**src/rtl/twr_pkg.sv**
```systemverilog
// twr_pkg: shared types and constants for the texture twiddle reorder block
// used by twr_addr and texture_twiddle_reorder; depends on nothing
`default_nettype none

package twr_pkg;

	localparam int MAX_LOG2_SIDE = 6;
	localparam int ADDR_W        = 2 * MAX_LOG2_SIDE;
	localparam int CNT_W         = ADDR_W + 1;
	localparam int DEPTH         = 1 << ADDR_W;
	localparam int TEXEL_W       = 16;
	localparam int LOG_W         = 3;

	localparam logic KIND_WRITE = 1'b0;
	localparam logic KIND_FETCH = 1'b1;

	localparam logic REG_LOG2_WIDTH  = 1'b0;
	localparam logic REG_LOG2_HEIGHT = 1'b1;

	// clamped texture geometry handed to the address unit
	typedef struct packed {
		logic [LOG_W-1:0] lw;
		logic [LOG_W-1:0] lh;
	} twr_geom_t;

endpackage

`default_nettype wire

```
**src/rtl/twr_addr.sv**
```systemverilog
// twr_addr: maps a twiddled (morton) index to a raster store address
// depends on twr_pkg
`default_nettype none

module twr_addr (
	input  var twr_pkg::twr_geom_t          geom,
	input  wire logic [twr_pkg::ADDR_W-1:0] idx,
	output logic [twr_pkg::ADDR_W-1:0]      addr
);
	import twr_pkg::*;

	logic [LOG_W-1:0]  side;
	logic [ADDR_W-1:0] xs;
	logic [ADDR_W-1:0] ys;
	logic [ADDR_W-1:0] sq;
	logic [ADDR_W-1:0] sq_sh;

	assign side = (geom.lw < geom.lh) ? geom.lw : geom.lh;

	always_comb begin
		xs = '0;
		ys = '0;
		for (int i = 0; i < MAX_LOG2_SIDE; i++) begin
			if (i < int'(side)) begin
				ys[i] = idx[2*i];
				xs[i] = idx[2*i+1];
			end
		end
	end

	// index bits above the square select which square, along the longer side
	assign sq    = idx >> {side, 1'b0};
	assign sq_sh = sq << side;

	always_comb begin
		if (geom.lw > geom.lh) begin
			addr = (xs | sq_sh) | (ys << geom.lw);
		end else begin
			addr = xs | ((ys | sq_sh) << geom.lw);
		end
	end

endmodule

`default_nettype wire

```
**config.mk**
```make
export PLATFORM = sky130hd
export DESIGN_NAME = twr_addr
export DESIGN_NICKNAME = d
export VERILOG_FILES = /design/src/rtl/twr_pkg.sv /design/src/rtl/twr_addr.sv
export SDC_FILE = /design/constraint.sdc
export NUM_CORES = 1
export LEC_CHECK = 0
export BUFFER_PORTS_ARGS = -buffer_cell sky130_fd_sc_hd__buf_2
export CAP_MARGIN = 20
export CORE_MARGIN = 2
export CORE_UTILIZATION = 40
export DETAILED_ROUTE_END_ITERATION = 8
export SYNTH_ARGS = -nofsm -noshare
export SYNTH_HDL_FRONTEND = slang
export SYNTH_SLANG_ARGS = --single-unit
export TNS_END_PERCENT = 5
```
**constraint.sdc**
```tcl
create_clock -name vclk -period 3.46
set_input_delay 0.173 -clock vclk [all_inputs]
set_output_delay 0.173 -clock vclk [all_outputs]
set_load 0.005 [all_outputs]
```
# ---- Yosys cells after proc, flatten, opt, wreduce, memory -nomap -nowiden
# Cells that the tools add are included.
dict set report totals {
  regBits 0
  output_inout_bits 12
  elab_cells 30
  in_bits 18
}
dict set report classes {
  magnitude_cmp 8
  mux 14
  n_shift 4
  bitwise_logic 4
}
# cell n
set ops {}
lappend ops {{$or 6x12->12} 3}
lappend ops {{$shl 12x3->12} 2}
lappend ops {{$mux 1} 12}
lappend ops {{$mux 12} 1}
lappend ops {{$or 12x12->12} 1}
lappend ops {{$shl 6x3->12} 1}
lappend ops {{$shr 12x4->12} 1}
lappend ops {{$lt 1x3->1 const A} 2}
lappend ops {{$lt 2x3->1 const A} 2}
lappend ops {{$lt 3x3->1 const A} 2}
lappend ops {{$gt 3x3->1} 1}
lappend ops {{$lt 3x3->1} 1}
lappend ops {{$mux 3} 1}

# ---- Logic depth before layout (Yosys ltp)
# Gate-level depths: netlist of run 1.
dict set report depth {
  depth_word 8
  ltp_mapped 14
  mapped_depth_nobuf 10
}

# ---- Worst setup path before layout of run 1
# No wires, ideal clock.
dict set report synth_timing {
  path_type {input port to output port}
  from {in geom[3] (netlist name)}
  to {out addr[7] (netlist name)}
  t_required_ns 3.287
  path_buffers 3
  path_stages 13
  t_arrival_ns 3.167
  path_slack_ns 0.120
  path_cell_list {clkbuf_1 inv_1 buf_1 ha_1 and3b_1 buf_4 o21ai_0 o31a_1 mux2_2 a21oi_1 a22oi_2 mux4_2 mux2_2}
}
dict set report synth_between {
  elab_chain_cells 8
  word_cells_on_any_way 24
  classes_between {8 x order compare; 4 x shift; 8 x mux; 4 x bitwise}
}
# element line
set synth_lines {}
lappend synth_lines {{from (decl)} twr_addr.sv:6} ;# input var twr_pkg::twr_geom_t geom,
lappend synth_lines {{$lt 3x3->1} twr_addr.sv:18} ;# assign side = (geom.lw < geom.lh) ? geom.lw : geom.lh;
lappend synth_lines {{$mux 3} twr_addr.sv:18}
lappend synth_lines {{$shr 12x4->12, or another cell as far along} twr_addr.sv:32} ;# assign sq = idx >> {side, 1'b0};
lappend synth_lines {{$shl 12x3->12 or $mux 1 (tied branches)} {twr_addr.sv:33, twr_addr.sv:24}}
lappend synth_lines {{$or 6x12->12} twr_addr.sv:39} ;# addr = xs | ((ys | sq_sh) << geom.lw);
lappend synth_lines {{$shl 12x3->12} twr_addr.sv:39}
lappend synth_lines {{$or 6x12->12} twr_addr.sv:39}
lappend synth_lines {{$mux 12 (*)} twr_addr.sv:36} ;# if (geom.lw > geom.lh) begin
lappend synth_lines {{to (decl)} twr_addr.sv:8} ;# output logic [twr_pkg::ADDR_W-1:0] addr
# Mark *: on every way between the ends. The rest lies on a longest branch, timed or not.

# ---- Worst setup path after layout of run 1
dict set report layout_timing {
  from {in geom[2] (netlist name)}
  to {out addr[8] (netlist name)}
}
# The elaborated chain is that of the path after synthesis.

==> metrics.cfg, run 1 <==
[floorplan]
initial_core_util_pct = 41.7
die_height_um = 71.4
die_x_um = 71.4
io_pins = 30
row_count = 24
design.core.area_mm2 = 0.00435
dieArea_mm2 = 0.00509

[finish]
n_sequential_cell = 0
layout.cells.most_common = a21oi_1
drive_above_1_share_pct = 26.3
nNetsFinal = 344
seqCellArea_um2 = 0
clockBufferCount = 0
fin_area_mm2 = 0.00217
area_growth_pct = 19.7
diodes = 0
final_cell_mix = a21oi_1 (32), nand2_1 (30), buf_2 (30)

[synth]
synth_top_area_cell = a21oi_1
synth.distinct_cells = 67
synth.net_count = 313
synth_area_mm2 = 0.00182
ys_top_cells_by_area = a21oi_1 (8.8%), nand2_1 (6.2%), o21ai_0 (6.1%)
synth_top_area_share_pct = 8.82
yosys_warnings = 0
postSynthAreaPerCell_um2 = 6.24
synthCells = 291
seq_area_frac_synth_pct = 0

[setup_path]
crit_fanout = 6
crit_type = in2out
arrival_ns = 3.15
crit_family = compound AO/OA/AOI/OAI gates
path_cells = buf_2 -> inv_1 -> ha_1 -> a21o_1 -> nor3_4 -> buf_4 -> or3_1 -> a221oi_1 -> o211ai_1 -> and3_1 -> a2111oi_0 -> a211oi_1 -> buf_2
cpMaxStageDelayCell = a2111oi_0
critPathBufInv = 4
startpoint_type = primary input
critPathRequiredTime_ns = 3.29
max_stage_delay_ns = 0.40
worstSetupEndpointType = primary output
crit_top_cell = buf_2

[timing]
hold_viol = 0
rsz0062_at_grt = yes
max_freq_ghz = 0.301
report.final.slew_viol_count = 0
setup_violations = 0
max_slew_margin_pct = 66.0
whs_ns = 0.706
min_period_ns = 3.33
tns_ns = 0
tightest_slew_ns = 0.508
period_share_pct = 96.2

[route]
viasPerCell = 7.00
wl_um = 7400
wl_per_cell_um = 19.9
final_antenna_net_count = 0
detail_route.first_pass.iterations = 5
drt_iter0_drc = 401
drt_drc_violations_left = 0
num_vias = 2603

[global_routing]
overflow = 0
grt_usage_pct = 28.3
antenna_found_initial = 0
grt_pass1_wl_um = 11800
grt_pass1_vias = 2202
grt_start_max_net_pins = 29

[placed_design]
place_area_mm2 = 0.00210
port-buffer-count = 30
gp_congestion = 0.986
dpl.hpwl_um = 5570

[run_status]
status = finished, final reports clean

[power]
leakagePower_nw = 0.882
ir_worst_vdd_v = 0.000115
fin_total_pwr_mw = 0.536
pwr_density_cell_mw_per_mm2 = 247

[min_path]
hold_path_class = in2out

[run]
cap_violations = 0

==> where the power goes <==
group,switching [mW],total (mW),leakage [nW],internal (mW)
logic,0.319,0.536,0.882,0.217
clock network,0,0,0,0
registers,0,0,0,0
==> tightest hold or removal path, stage by stage <==
cell and delay [ns]:
buf_2 0.12, a22o_1 0.13, buf_2 0.11
==> logic make-up (layout without fill, tap and decap cells) <==
| family | Yosys count | count (layout) | synth area share, % |
|---|---|---|---|
| buffers and inverters | 36 | 65 | 8.06 |
| adder cells (fa/ha/maj) | 4 | 4 | 2.76 |
| multiplexers | 18 | 18 | 11.7 |
| AND/OR/NAND/NOR | 99 | 99 | 26.5 |
| AO/OA/AOI/OAI | 134 | 134 | 50.9 |
==> what timing repair did <==
action	in CTS	in global routing
hold buffers	0	0
setup buffers	0	2
endpoints found under the hold margin	0	0
endpoints found under the setup margin	0	4
resized for setup	0	12
==> worst paths after layout <==
kind / start / to / slack (ns) / cells past startpoint
setup / recovery: geom[2] / addr[8] / 0.13 / 13
hold / removal: idx[1] / addr[0] / 0.71 / 3
==> routing by layer <==
metal  global-route usage (%)  routed length, µm  up-vias
li1                         -                  -     1204
met1                     43.4               3080     1188
met2                     42.5               3280      193
met3                     4.22                865       18
met4                     3.98                163        0
met5                        0                  0        -
==> cells in the mapped netlist (all sizes together) (6+ instances only) <==
cell,n
buf,8
nand2,32
a31oi,7
nor3,8
mux2,6
clkbuf,20
o211ai,11
inv,8
mux2i,10
a21oi,34
o21ai,26
nor2,21
a22oi,6
nand3,16
==> area by class of cell <==
type	instances	area (µm²)
multi-input cells	255	1730
fillers	457	2180
inverters	8	30.0
repair buffers	57	353
well taps	52	65.1
==> stage by stage <==
step | util, % | instances | setup WS (ns)
final | 49.9 | 372 | 0.133
after global placement | 48.3 | 370 | 0.155
after detailed placement | 48.3 | 370 | 0.0971
after CTS | 48.3 | 370 | 0.0874
after global routing | 49.9 | 372 | -0.0334
after floorplan | - | 291 | 0.120
No activity file was read; power rests on OpenSTA's default activity.
==> run 2: changes to the inputs <==
BUFFER_PORTS_ARGS = not set   (was -buffer_cell sky130_fd_sc_hd__buf_2)
CELL_PAD_IN_SITES_DETAIL_PLACEMENT = 1   (was not set)
CELL_PAD_IN_SITES_GLOBAL_PLACEMENT = 1   (was not set)
DONT_BUFFER_PORTS = 1   (was not set)
PLACE_DENSITY_LB_ADDON = 0.1   (was not set)
==> run 2 against run 1 <==
  * Utilization is 6.4 points lower
  * Cell count decreased by 11%
  * Non-clock buffer count is 42 lower
  * Global-route usage up 3.6 points
  * Routed wire length rose by 9.1%
  * Count of clock-buffer cells in the layout stayed put
  * Sequential share of layout area unchanged
  * Die area unchanged
  * Critical endpoint is now addr[7]
==> metrics.cfg, run 2 (synthesized netlist as in run 1, its figures left out) <==
[placed_design]
gp_congestion = 0.943  ; was 0.986
place_ws_ns = 0.183  ; was 0.0971 ns
dpl.hpwl_um = 6140  ; was 5570 µm
port-buffer-count = 0  ; was 30

[timing]
whs_ns = 0.410  ; was 0.706 ns
period_share_pct = 94.7  ; was 96.2%
max_slew_margin_pct = 50.5  ; was 66.0%
min_period_ns = 3.28  ; was 3.33 ns
setup_ws_ns = 0.182  ; was 0.133 ns
hold_viol = 0  ; unchanged
tns_ns = 0  ; unchanged
max_freq_ghz = 0.305  ; was 0.301 GHz
setup_violations = 0  ; unchanged
report.final.slew_viol_count = 0  ; unchanged
tightest_slew_ns = 0.724  ; was 0.508 ns
rsz0062_at_grt = no  ; was yes

[power]
ir_worst_vdd_v = 0.0000783  ; was 0.000115 V
clkPwrFrac_pct = 0  ; about the same
pwr_density_cell_mw_per_mm2 = 239  ; was 247 mW/mm²
p_seq_share_pct = 0  ; about the same
comb_power_share_pct = 100.0  ; about the same
sw_frac_of_total_pct = 60.9  ; was 59.4%
power_switching_mw = 0.276  ; was 0.319 mW
leakagePower_nw = 0.698  ; was 0.882 nW
fin_total_pwr_mw = 0.452  ; was 0.536 mW
intPower_mw = 0.177  ; was 0.217 mW

[route]
wl_per_cell_um = 24.5  ; was 19.9 µm
drt_drc_violations_left = 0  ; unchanged
detail_route.first_pass.iterations = 5  ; unchanged
drt_iter0_drc = 242  ; was 401
final_antenna_net_count = 0  ; unchanged
num_vias = 2473  ; was 2603
viasPerCell = 7.49  ; was 7.00
wl_um = 8070  ; was 7400 µm

[finish]
layout.cells.most_common = a21oi_1  ; unchanged
seqCellArea_um2 = 0  ; unchanged
drive_above_1_share_pct = 13.7  ; was 26.3%
area_growth_pct = 4.34  ; was 19.7%
n_sequential_cell = 0  ; unchanged
clockBufferCount = 0  ; unchanged
final_cell_mix = a21oi_1 (32), nand2_1 (30), o21ai_0 (22)  ; was a21oi_1 (32), nand2_1 (30), buf_2 (30)
diodes = 0  ; unchanged
nNetsFinal = 302  ; was 344
fillCellCount = 603  ; was 457

[clock_network]
postCtsSetupRepairBufs = 0  ; unchanged

[floorplan]
dieArea_mm2 = 0.00509  ; unchanged
die_height_um = 71.4  ; unchanged
design.core.area_mm2 = 0.00435  ; unchanged
io_pins = 30  ; unchanged
row_count = 24  ; unchanged
die_x_um = 71.4  ; unchanged
initial_core_util_pct = 41.7  ; unchanged

[setup_path]
crit_fanout = 8  ; was 6
crit_type = in2out  ; unchanged
arrival_ns = 3.10  ; was 3.15 ns
worstSetupEndpointType = primary output  ; unchanged
max_stage_delay_ns = 0.51  ; was 0.40 ns
cpMaxStageDelayCell = mux4_2  ; was a2111oi_0
critPathRequiredTime_ns = 3.29  ; about the same
path_cells = inv_1 -> ha_1 -> a21oi_2 -> nand2_2 -> o311a_1 -> a221o_1 -> o21ai_2 -> o311ai_1 -> mux4_2 -> mux2_2  ; was buf_2 -> inv_1 -> ha_1 -> a21o_1 -> nor3_4 -> buf_4 -> or3_1 -> a221oi_1 -> o211ai_1 -> and3_1 -> a2111oi_0 -> a211oi_1 -> buf_2
startpoint_type = primary input  ; unchanged

[run_status]
status = finished, final reports clean  ; unchanged

[global_routing]
overflow = 0  ; unchanged
grt_usage_pct = 31.9  ; was 28.3%
grt_pass1_vias = 2367  ; was 2202
grt_pass1_wl_um = 13000  ; was 11800 µm
grt_start_max_net_pins = 30  ; was 29
antenna_found_initial = 0  ; unchanged

[run]
cap_violations = 0  ; unchanged

[min_path]
hold_path_class = in2out  ; unchanged

==> run 2: cell types whose count changed in the layout (fill, tap and decap cells not counted), sizes merged <==
cell / previous run / this run
buf: 57 / 15
==> run 2: through the flow <==
stage	instances	util, %	cell area [µm²]
2_1_floorplan	291	-	1820
3_3_place_gp	330	43.1	1880
3_5_place_dp	330	43.1	1880
4_1_cts	330	43.1	1880
5_1_grt	330	43.5	1890
6_report	330	43.5	1890
==> run 2: critical path, delay by kind of cell <==
kind | cells | cell delay (ns)
buf+inv | 1 | 0.02
simple gates | 1 | 0.23
compound gates | 5 | 1.52
fa+ha+maj | 1 | 0.37
mux | 2 | 0.80
==> run 2: power by group through the flow <==
stage / Sequential [mW] / Clock (mW) / Combinational, mW
after detailed placement: 0 / 0 / 0.439
after global routing: 0 / 0 / 0.495
after CTS: 0 / 0 / 0.441
after global placement: 0 / 0 / 0.435
after floorplan: 0 / 0 / 0.334
final: 0 / 0 / 0.452
==> run 2: area by class of cell <==
class | instances | area [µm²] | share of cell area [%]
multi-input cells | 255 | 1690 | 89.0
repair buffers | 15 | 113 | 5.94
well taps | 52 | 65.1 | 3.43
inverters | 8 | 30.0 | 1.59
==> run 2: worst paths after layout <==
check | from | to | cells after the start
setup / recovery | geom[2] | addr[7] | 10
hold / removal | geom[5] | addr[4] | 1
==> run 2: layer usage <==
layer,share of wire [%],vias up,global-route usage (%)
li1,-,1119,-
met1,44,1208,45.9
met2,45,134,51.3
met3,8.9,12,4.08
met4,1.4,0,5.66
met5,0,-,0
==> run 2: repair_timing <==
item | 4_1_cts | 5_1_grt
endpoints found under the setup margin | 0 | 2
hold buffers | 0 | 0
gates resized for setup | 0 | 4
==> run 3: changes to the inputs <==
MAX_ROUTING_LAYER = met4   (was not set)
==> run 3 against run 2 <==
  * Via count shrank 2.8%
  * Highest routed layer unchanged
  * Count of clock-buffer cells in the layout is the same
  * First-iteration DRC count shrank 24%
  * Die area is the same
  * Total power shrank 0.11%
  * Non-clock buffer count is the same
  * Global-route usage grew 0.56 points
  * Worst hold slack lost 0.0028 ns
==> metrics.cfg, run 3 (synthesized netlist as in run 1, its figures left out) <==
[floorplan]
die_height_um = 71.4  ; unchanged
die_x_um = 71.4  ; unchanged
io_pins = 30  ; unchanged
initial_core_util_pct = 41.7  ; unchanged
row_count = 24  ; unchanged
design.core.area_mm2 = 0.00435  ; unchanged
dieArea_mm2 = 0.00509  ; unchanged

[route]
num_vias = 2403  ; was 2473
drt_iter0_drc = 183  ; was 242
detail_route.first_pass.iterations = 5  ; unchanged
wl_per_cell_um = 24.2  ; was 24.5 µm
final_antenna_net_count = 0  ; unchanged
drt_drc_violations_left = 0  ; unchanged
wl_um = 7990  ; was 8070 µm
viasPerCell = 7.28  ; was 7.49

[finish]
area_growth_pct = 4.62  ; was 4.34%
fin_area_mm2 = 0.00190  ; was 0.00189 mm²
seqCellArea_um2 = 0  ; unchanged
final_util_pct = 43.6  ; was 43.5%
diodes = 0  ; unchanged
n_sequential_cell = 0  ; unchanged
clockBufferCount = 0  ; unchanged
final_cell_mix = a21oi_1 (32), nand2_1 (29), o21ai_0 (22)  ; was a21oi_1 (32), nand2_1 (30), o21ai_0 (22)
nNetsFinal = 302  ; unchanged
drive_above_1_share_pct = 14.4  ; was 13.7%
layout.cells.most_common = a21oi_1  ; unchanged

[timing]
tns_ns = 0  ; unchanged
report.final.slew_viol_count = 0  ; unchanged
setup_violations = 0  ; unchanged
rsz0062_at_grt = no  ; unchanged
hold_viol = 0  ; unchanged
min_period_ns = 3.25  ; was 3.28 ns
setup_ws_ns = 0.213  ; was 0.182 ns
period_share_pct = 93.8  ; was 94.7%
max_freq_ghz = 0.308  ; was 0.305 GHz
tightest_slew_ns = 0.475  ; was 0.724 ns
max_slew_margin_pct = 67.5  ; was 50.5%

[run]
cap_violations = 0  ; unchanged

[placed_design]
port-buffer-count = 0  ; unchanged
dpl.hpwl_um = 6010  ; was 6140 µm
place_ws_ns = 0.216  ; was 0.183 ns
place_area_mm2 = 0.00188  ; unchanged
gp_congestion = 0.995  ; was 0.943

[setup_path]
crit_fanout = 8  ; unchanged
crit_type = in2out  ; unchanged
critPathCapture = addr[7]  ; unchanged
critical_path.startpoint = geom[2]  ; unchanged
critPathRequiredTime_ns = 3.29  ; about the same
worstSetupEndpointType = primary output  ; unchanged
startpoint_type = primary input  ; unchanged
arrival_ns = 3.07  ; was 3.10 ns

[global_routing]
grt_pass1_wl_um = 12900  ; was 13000 µm
antenna_found_initial = 0  ; unchanged
grt_start_max_net_pins = 30  ; unchanged
grt_pass1_vias = 2376  ; was 2367
overflow = 0  ; unchanged
grt_usage_pct = 32.4  ; was 31.9%

[run_status]
status = finished, final reports clean  ; unchanged

[power]
leakagePower_nw = 0.698  ; about the same
ir_worst_vdd_v = 0.0000734  ; was 0.0000783 V
fin_total_pwr_mw = 0.452  ; about the same
pwr_density_cell_mw_per_mm2 = 238  ; was 239 mW/mm²

[min_path]
hold_path_class = in2out  ; unchanged

[clock_network]
holdBufCountCts = 0  ; unchanged
postCtsSetupRepairBufs = 0  ; unchanged

==> run 3: cell counts in the layout (fill, tap and decap cells not counted) <==
No cell type changed its count.
==> run 3: per-layer routing <==
layer / vias to the layer above / track usage (%) / share of wire (%)
met5: - / - / 0
met4: 0 / 5.87 / 1.9
met3: 14 / 5.77 / 7.2
met2: 104 / 49.0 / 45
met1: 1158 / 45.7 / 46
li1: 1127 / - / -
==> run 3: layout make-up <==
class	instances	area (µm²)
Fill cell	599	2450
Inverter	8	30.0
Timing Repair Buffer	15	113
Multi-Input combinational cell	255	1690
Tap cell	52	65.1
==> run 3: metrics by stage <==
stage | hold slack (ns) | std cells
2_1_floorplan | 0.449 | 291
3_3_place_gp | 0.411 | 330
3_5_place_dp | 0.410 | 330
4_1_cts | 0.411 | 330
5_1_grt | 0.411 | 330
6_report | 0.407 | 330
==> run 3: report_power, final <==
part           leakage (nW)  switching, mW  internal, mW
clock                     0              0             0
combinational         0.698          0.275         0.177
sequential                0              0             0
==> run 3: worst min-delay path by stage <==
stage          startpoint  cells past startpoint       to  slack, ns
3_3_place_gp      geom[5]                      1  addr[4]       0.41
3_5_place_dp      geom[5]                      1  addr[4]       0.41
5_1_grt           geom[5]                      1  addr[4]       0.41
4_1_cts           geom[5]                      1  addr[4]       0.41
6_report          geom[5]                      1  addr[4]       0.41
2_1_floorplan      idx[7]                      2  addr[3]       0.45
==> run 3: critical path, stage by stage <==
cell	delay, ns
inv_1	0.02
ha_1	0.36
a21oi_2	0.41
nand2_2	0.21
o311a_1	0.40
a221o_1	0.40
o21ai_2	0.14
o311ai_1	0.17
mux4_2	0.50
mux2_2	0.29
==> run 3: timing repair <==
| action | in CTS | in global routing |
|---|---|---|
| gates resized for setup | 0 | 6 |
| endpoints found under the setup margin | 0 | 1 |
| endpoints found under the hold margin | 0 | 0 |
